File: src/design/tpb_pkg.sv
// Shared types and constants of the turtle plotter.
package tpb_pkg;

  localparam int GRID_SIZE = 64;
  localparam int COORD_W   = 6;
  localparam int DIST_W    = 6;
  localparam int ROW_W     = 64;
  localparam int ADDR_W    = $clog2(GRID_SIZE);

  localparam logic [COORD_W-1:0] EDGE_MAX = COORD_W'(GRID_SIZE - 1);
  localparam logic [ROW_W-1:0]   ROW_MASK =
    (GRID_SIZE >= ROW_W) ? {ROW_W{1'b1}} : ((ROW_W'(1) << GRID_SIZE) - ROW_W'(1));

  typedef enum logic [2:0] {
    CMD_PEN_UP   = 3'd0,
    CMD_PEN_DOWN = 3'd1,
    CMD_TURN_R   = 3'd2,
    CMD_TURN_L   = 3'd3,
    CMD_MOVE     = 3'd4,
    CMD_DUMP     = 3'd5
  } cmd_t;

  localparam logic [1:0] HEAD_NORTH = 2'd0;
  localparam logic [1:0] HEAD_EAST  = 2'd1;
  localparam logic [1:0] HEAD_SOUTH = 2'd2;
  localparam logic [1:0] HEAD_WEST  = 2'd3;

  // Commands from controller to datapath.
  typedef struct packed {
    logic set_pen;
    logic clr_pen;
    logic turn_r;
    logic turn_l;
    logic load_count;
    logic step;
    logic rd_mark;
    logic wr_mark;
    logic load_rows;
    logic rd_row;
    logic load_out;
    logic dec_row;
  } dp_cmd_t;

  // Status from datapath to controller.
  typedef struct packed {
    logic pen;
    logic count_zero;
    logic count_one;
    logic row_zero;
    logic out_free;
    logic dist_zero;
  } dp_status_t;

endpackage

File: src/design/tpb_ctrl.sv
// Controller state machine of the turtle plotter.
module tpb_ctrl (
  input  logic                clk,
  input  logic                rst,
  input  logic                in_valid,
  output logic                in_stall,
  input  logic [2:0]          command,
  input  tpb_pkg::dp_status_t status,
  output tpb_pkg::dp_cmd_t    dp_cmd
);
  import tpb_pkg::*;

  typedef enum logic [5:0] {
    ST_IDLE    = 6'b000001,
    ST_MARK_RD = 6'b000010,
    ST_MARK_WR = 6'b000100,
    ST_STEP    = 6'b001000,
    ST_DUMP_RD = 6'b010000,
    ST_DUMP_LD = 6'b100000
  } state_t;

  state_t state;
  state_t state_next;

  assign in_stall = (state != ST_IDLE);

  always_ff @(posedge clk) begin
    if (rst) begin
      state <= ST_IDLE;
    end else begin
      state <= state_next;
    end
  end

  always_comb begin
    state_next = state;
    dp_cmd     = '0;
    unique case (state)
      ST_IDLE: begin
        if (in_valid) begin
          unique case (cmd_t'(command))
            CMD_PEN_UP: dp_cmd.clr_pen = 1'b1;
            CMD_PEN_DOWN: begin
              dp_cmd.set_pen = 1'b1;
              state_next     = ST_MARK_RD;
            end
            CMD_TURN_R: dp_cmd.turn_r = 1'b1;
            CMD_TURN_L: dp_cmd.turn_l = 1'b1;
            CMD_MOVE: begin
              if (!status.dist_zero) begin
                dp_cmd.load_count = 1'b1;
                state_next        = ST_STEP;
              end
            end
            CMD_DUMP: begin
              dp_cmd.load_rows = 1'b1;
              state_next       = ST_DUMP_RD;
            end
            default: ;
          endcase
        end
      end
      ST_MARK_RD: begin
        dp_cmd.rd_mark = 1'b1;
        state_next     = ST_MARK_WR;
      end
      ST_MARK_WR: begin
        dp_cmd.wr_mark = 1'b1;
        state_next     = status.count_zero ? ST_IDLE : ST_STEP;
      end
      ST_STEP: begin
        dp_cmd.step = 1'b1;
        if (status.pen) begin
          state_next = ST_MARK_RD;
        end else if (status.count_one) begin
          state_next = ST_IDLE;
        end
      end
      ST_DUMP_RD: begin
        if (status.out_free) begin
          dp_cmd.rd_row = 1'b1;
          state_next    = ST_DUMP_LD;
        end
      end
      ST_DUMP_LD: begin
        dp_cmd.load_out = 1'b1;
        if (status.row_zero) begin
          state_next = ST_IDLE;
        end else begin
          dp_cmd.dec_row = 1'b1;
          state_next     = ST_DUMP_RD;
        end
      end
      default: state_next = ST_IDLE;
    endcase
  end

endmodule

File: config.mk
export PLATFORM = sky130hd
export DESIGN_NAME = tpb_ctrl
export DESIGN_NICKNAME = d
export VERILOG_FILES = /design/src/design/tpb_pkg.sv /design/src/design/tpb_ctrl.sv
export SDC_FILE = /design/constraint.sdc
export NUM_CORES = 1
export LEC_CHECK = 0
export ABC_AREA = 0
export BUFFER_PORTS_ARGS = -buffer_cell sky130_fd_sc_hd__buf_2
export CORE_AREA = 3 3 40 42
export CTS_BUF_LIST = sky130_fd_sc_hd__clkbuf_16
export CTS_CLUSTER_DIAMETER = 120
export DETAILED_ROUTE_END_ITERATION = 16
export DIE_AREA = 0 0 43 45
export HOLD_SLACK_MARGIN = 0.06
export PLACE_DENSITY_LB_ADDON = 0.05
export SYNTH_ARGS = -nofsm -noshare
export SYNTH_HDL_FRONTEND = slang
export SYNTH_SLANG_ARGS = --single-unit
File: constraint.sdc
create_clock -name clk -period 4.6 [get_ports clk]
set_input_delay 0.23 -clock clk [delete_from_list [all_inputs] [get_ports clk]]
set_output_delay 0.23 -clock clk [all_outputs]
set_load 0.01 [all_outputs]
* Word-level counts from Yosys, hierarchy flattened
Cells that the tools add are included.
** Operators by class
- Equal/unequal tests :: 17
- Div/mod/pow operators :: 0
- Shifts and indexed selects :: 0
- $add $sub $neg :: 0
- Reduce and logical (&&, ||, !) cells :: 2
- $mul :: 0
- $lt $le $gt $ge :: 0
- Mux-type cells :: 27
- Bitwise logic cells :: 0
** Operators by type and width (count)
- one-hot mux 6 bit (6 select lines) :: 1
- two-way mux 6 bit :: 5
- one-hot mux 6 bit (3 select lines) :: 1
- two-way mux 1 bit :: 15
- two-way mux 5 bit :: 3
- equality test 3 x 2 -> 1 bit (second input constant) :: 2
- equality test 3 bit (second input constant) :: 2
- equality test 6 x 1 -> 1 bit (second input constant) :: 1
- equality test 6 x 2 -> 1 bit (second input constant) :: 1
- equality test 6 x 3 -> 1 bit (second input constant) :: 1
- equality test 6 x 4 -> 1 bit (second input constant) :: 1
- equality test 6 x 5 -> 1 bit (second input constant) :: 1
- equality test 6 bit (second input constant) :: 1
- inequality test 3 bit (second input constant) :: 2
- inequality test 6 x 1 -> 1 bit (second input constant) :: 1
- AND reduction 5 bit :: 1
- two-way mux 4 bit :: 1
- inequality test 2 bit (second input constant) :: 2
- inequality test 4 x 1 -> 1 bit (second input constant) :: 1
- equality test 3 x 1 -> 1 bit (second input constant) :: 1
- logical NOT 3 bit :: 1
- two-way mux 2 bit :: 1
** Storage, ports and cells
- Memory bits (writable) :: 0
- Memories :: 0
- Bits of input ports :: 12
- Word-level logic and storage cells :: 47
- Bits in read-only memories :: 0
- Bits in latches :: 0
- Register bits :: 6
- Output and inout port bits :: 13

* Logic depth before layout (Yosys ltp)
- Depth in word-level cells :: 4
- Depth in mapped cells :: 6
- Depth with buffers taken out :: 5

* Worst setup path after synthesis
No wires, ideal clock.
- Kind :: register to output
- From :: register state[1]
- To :: output dp_cmd[7] in the netlist's numbering
- Setup slack :: 2.921 ns
- Stages on the path, launching flop included :: 6
- Data arrival time :: 1.449 ns
- Buffers on the path :: 1
- Data required time :: 4.370 ns
- Cell sequence :: dfxtp_1 buf_6 nor4_2 and3b_4 nand3_1 nor4_1
** RTL lines
- start: declaration :: RTL line tpb_ctrl.sv:22 : state_t state;
- start signal: assignment :: RTL line tpb_ctrl.sv:31 : state <= state_next;
- end: declaration :: RTL line tpb_ctrl.sv:9 : output tpb_pkg::dp_cmd_t dp_cmd

==> flow_summary.yaml <==
setup_path:
  critPathMaxStageDelay_ps: 400
  crit_arrival_ps: 1740
  cp_slowest_cell: "nor4_2"
  endpoint_kind: "output port"
  crit_chain: "nor4_2, and3b_4, nand3_1, nor4_1, buf_2"
  rr_worst_depth: 5
  r2r_setup_slack_ps: 2960
  crit_type: "reg -> out"
  crit_fanout: 7
  crit_path_start_kind: "flop"
  required_ps: 4370
  r2r-start: "state[5]"
  reg2reg_to: "state[2]"
final_layout:
  largest_register: "state"
  antenna_cells: 0
  fin_nets: 101
  fill_cells: 134
  largest_reg_flops: 6
  final_core_utilization: 0.561
  fin_cells: 102
  syn2layout_area_growth_pct: 37.8
  final_layout_size_suffix_gt1_frac: 0.425
  top_regs: "state x6"
routing:
  post_drt_wl_per_cell_um: 13.6
  firstDrtPassIters: 4
  wl_mm: 1.38
  detail-route-antenna-nets: 0
  avgViaCountPerCell: 5.68
  drc_errors: 0
  vias: 579
  drtIter0Drc: 19
clock_tree:
  cts_resized: 0
  path_clk_slew_ps: 30
  clk_path_buf_depth: 2
  hold_buffers: 0
  htreeDepth: 1
  cts_tree: "yes"
  clkSinkCount: 6
  clockRootBuffer: "clkbuf_16"
  clk_latency_ps: 230
  post_cts_buffers: 0
  cts_inserted_buffers: 3
placed_design:
  numPortBuffers: 24
  gp_congestion: 0.790
  place_inst: 99
  dpl.hpwl_mm: 1.12
global_routing:
  grt_pass1_vias: 518
  globalRouteTotalUtil: 0.152
  antenna_found_initial: 0
  grt-ovfl-total: 0
  grt_max_degree: 9
  grt_first_pass_wirelength_mm: 2.20
timing:
  hold_viol_final: 0
  fin_crit_ps: 1970
  slew_viol_final: 0
  fin_worst_skew_ps: 1.01
  fmax_ghz: 0.507
  setup_tns_ps: 0
  min_period_over_period: 0.429
  report.final.setup_viol: 0
  slew_headroom: 0.688
  rsz0062_at_grt: "false"
  worstMarginPinSlew_ps: 464
logic_synthesis:
  netlist.area_leader.share: 0.230
  syn_inst: 62
  seq_area_frac_synth: 0.230
  syn-num-nets: 74
  synth_cell_types: 35
  synth_largest_area_cell: "dfxtp_1"
  synth-warning-count: 0
  syn_area_per_cell_um2: 8.44
  yosys_register_bits: 6
  syn-cell-area_um2: 523
  yosys-top-cells-area: "dfxtp_1 (23%), nor2_1 (5.7%), nor4b_4 (4.5%), nand3b_1 (4.3%), and3b_2 (3.8%)"
pwr:
  cellPowerDensity_nw_per_um2: 422
  power.leakage_nw: 0.350
  peakVddDrop_mv: 0.237
  switching_power_w: 0.0000903
  combPwrFrac: 0.305
  total_power_w: 0.000304
  swShare: 0.297
  p_int_w: 0.000214
  p_clk_frac: 0.466
  seqPwrFrac: 0.229
die:
  die_area_um2: 1940
  core.rowCount: 13
  core-area_um2: 1280
  num_io_pins: 25
  die_h_um: 45
  start_util: 0.407
  die_w_um: 43
min_path:
  hold_depth: 2
  min_to: "state[4]"
  hold_path.class: "in -> reg"
  min_from: "rst"
outcome:
  status: "finished clean"
run:
  max_cap_viol_count: 0
==> synth_stat cells (all sizes together) <==
cell     n
nor4     3
nand4b   2
nor3b    2
a41oi    1
dfxtp    6
o211a    1
a21oi    2
o31ai    1
and4     1
nor2b    1
o311ai   1
nor3     3
o22ai    2
a31oi    1
o2111ai  1
o21a     1
a32oi    1
nor4b    1
nand3    1
or4      1
buf      1
inv      6
nand2    2
nand2b   1
a211o    1
and3b    3
nor2     8
nand3b   3
clkbuf   1
mux2i    1
a21o     2
==> area by class of cell <==
| class | count | area (um2) | area share |
|---|---|---|---|
| Tap cell | 15 | 18.8 | 0.0260 |
| Timing Repair Buffer | 24 | 120 | 0.167 |
| Inverter | 6 | 25.0 | 0.0347 |
| Sequential cell | 6 | 120 | 0.167 |
| Clock buffer | 3 | 75.1 | 0.104 |
| Multi-Input combinational cell | 48 | 362 | 0.502 |
==> layout by cell type, fill, tap and decap left out, drive strengths merged, types with 2 or more instances in the layout <==
cell / instances
buf: 24
nor2: 8
dfxtp: 6
inv: 6
nand3b: 3
nor3: 3
clkbuf: 3
nor4: 3
and3b: 3
nand2: 2
a21o: 2
nand4b: 2
a21oi: 2
o22ai: 2
nor3b: 2
==> kinds of logic after synthesis <==
family / after synthesis / synth area share
AO/OA/AOI/OAI: 15 / 0.230
buffers and inverters: 8 / 0.0789
flip-flops: 6 / 0.230
multiplexers: 1 / 0.0191
AND/OR/NAND/NOR: 32 / 0.443
==> power groups by stage <==
stage	Clock [W]	Sequential [W]	Combinational, W
4_1_cts	0.000143	0.0000693	0.0000934
2_1_floorplan	0	0.0000639	0.0000774
5_1_grt	0.000145	0.0000707	0.000101
3_3_place_gp	0	0.0000699	0.0000925
6_report	0.000142	0.0000697	0.0000928
3_5_place_dp	0	0.0000701	0.0000933
==> critical path: cells and delay by family, from the launching register on <==
family / cells / cell delay [ps]
simple gates: 4 / 970
buf+inv: 1 / 170
flops: 1 / 370
==> stage by stage <==
step                      cell area, um2  setup slack, ps  hold slack (ps)
after floorplan                      523             2920              347
after global placement               646             2910              490
after detailed placement             646             2860              493
after CTS                            721             2620              246
after global routing                 721             2420              265
final                                721             2630              253
==> routing by layer <==
layer  up-vias  track usage  wire length [um]
met4         0       0.0422                12
met2        19        0.257               651
met5         -            0                 0
met3         4       0.0478                85
met1       267        0.186               635
li1        289            -                 -
==> worst max-delay path by stage <==
stage | start | endpoint | slack [ps] | depth (start not counted)
floorplan | state[1] | dp_cmd[7] | 2920 | 5
global placement | state[5] | dp_cmd[7] | 2910 | 5
detailed placement | state[1] | dp_cmd[9] | 2860 | 5
CTS | state[1] | dp_cmd[9] | 2620 | 5
global route | state[5] | dp_cmd[9] | 2420 | 5
finish | state[5] | dp_cmd[7] | 2630 | 5
Note: power is estimated with default switching activity, not from simulation.
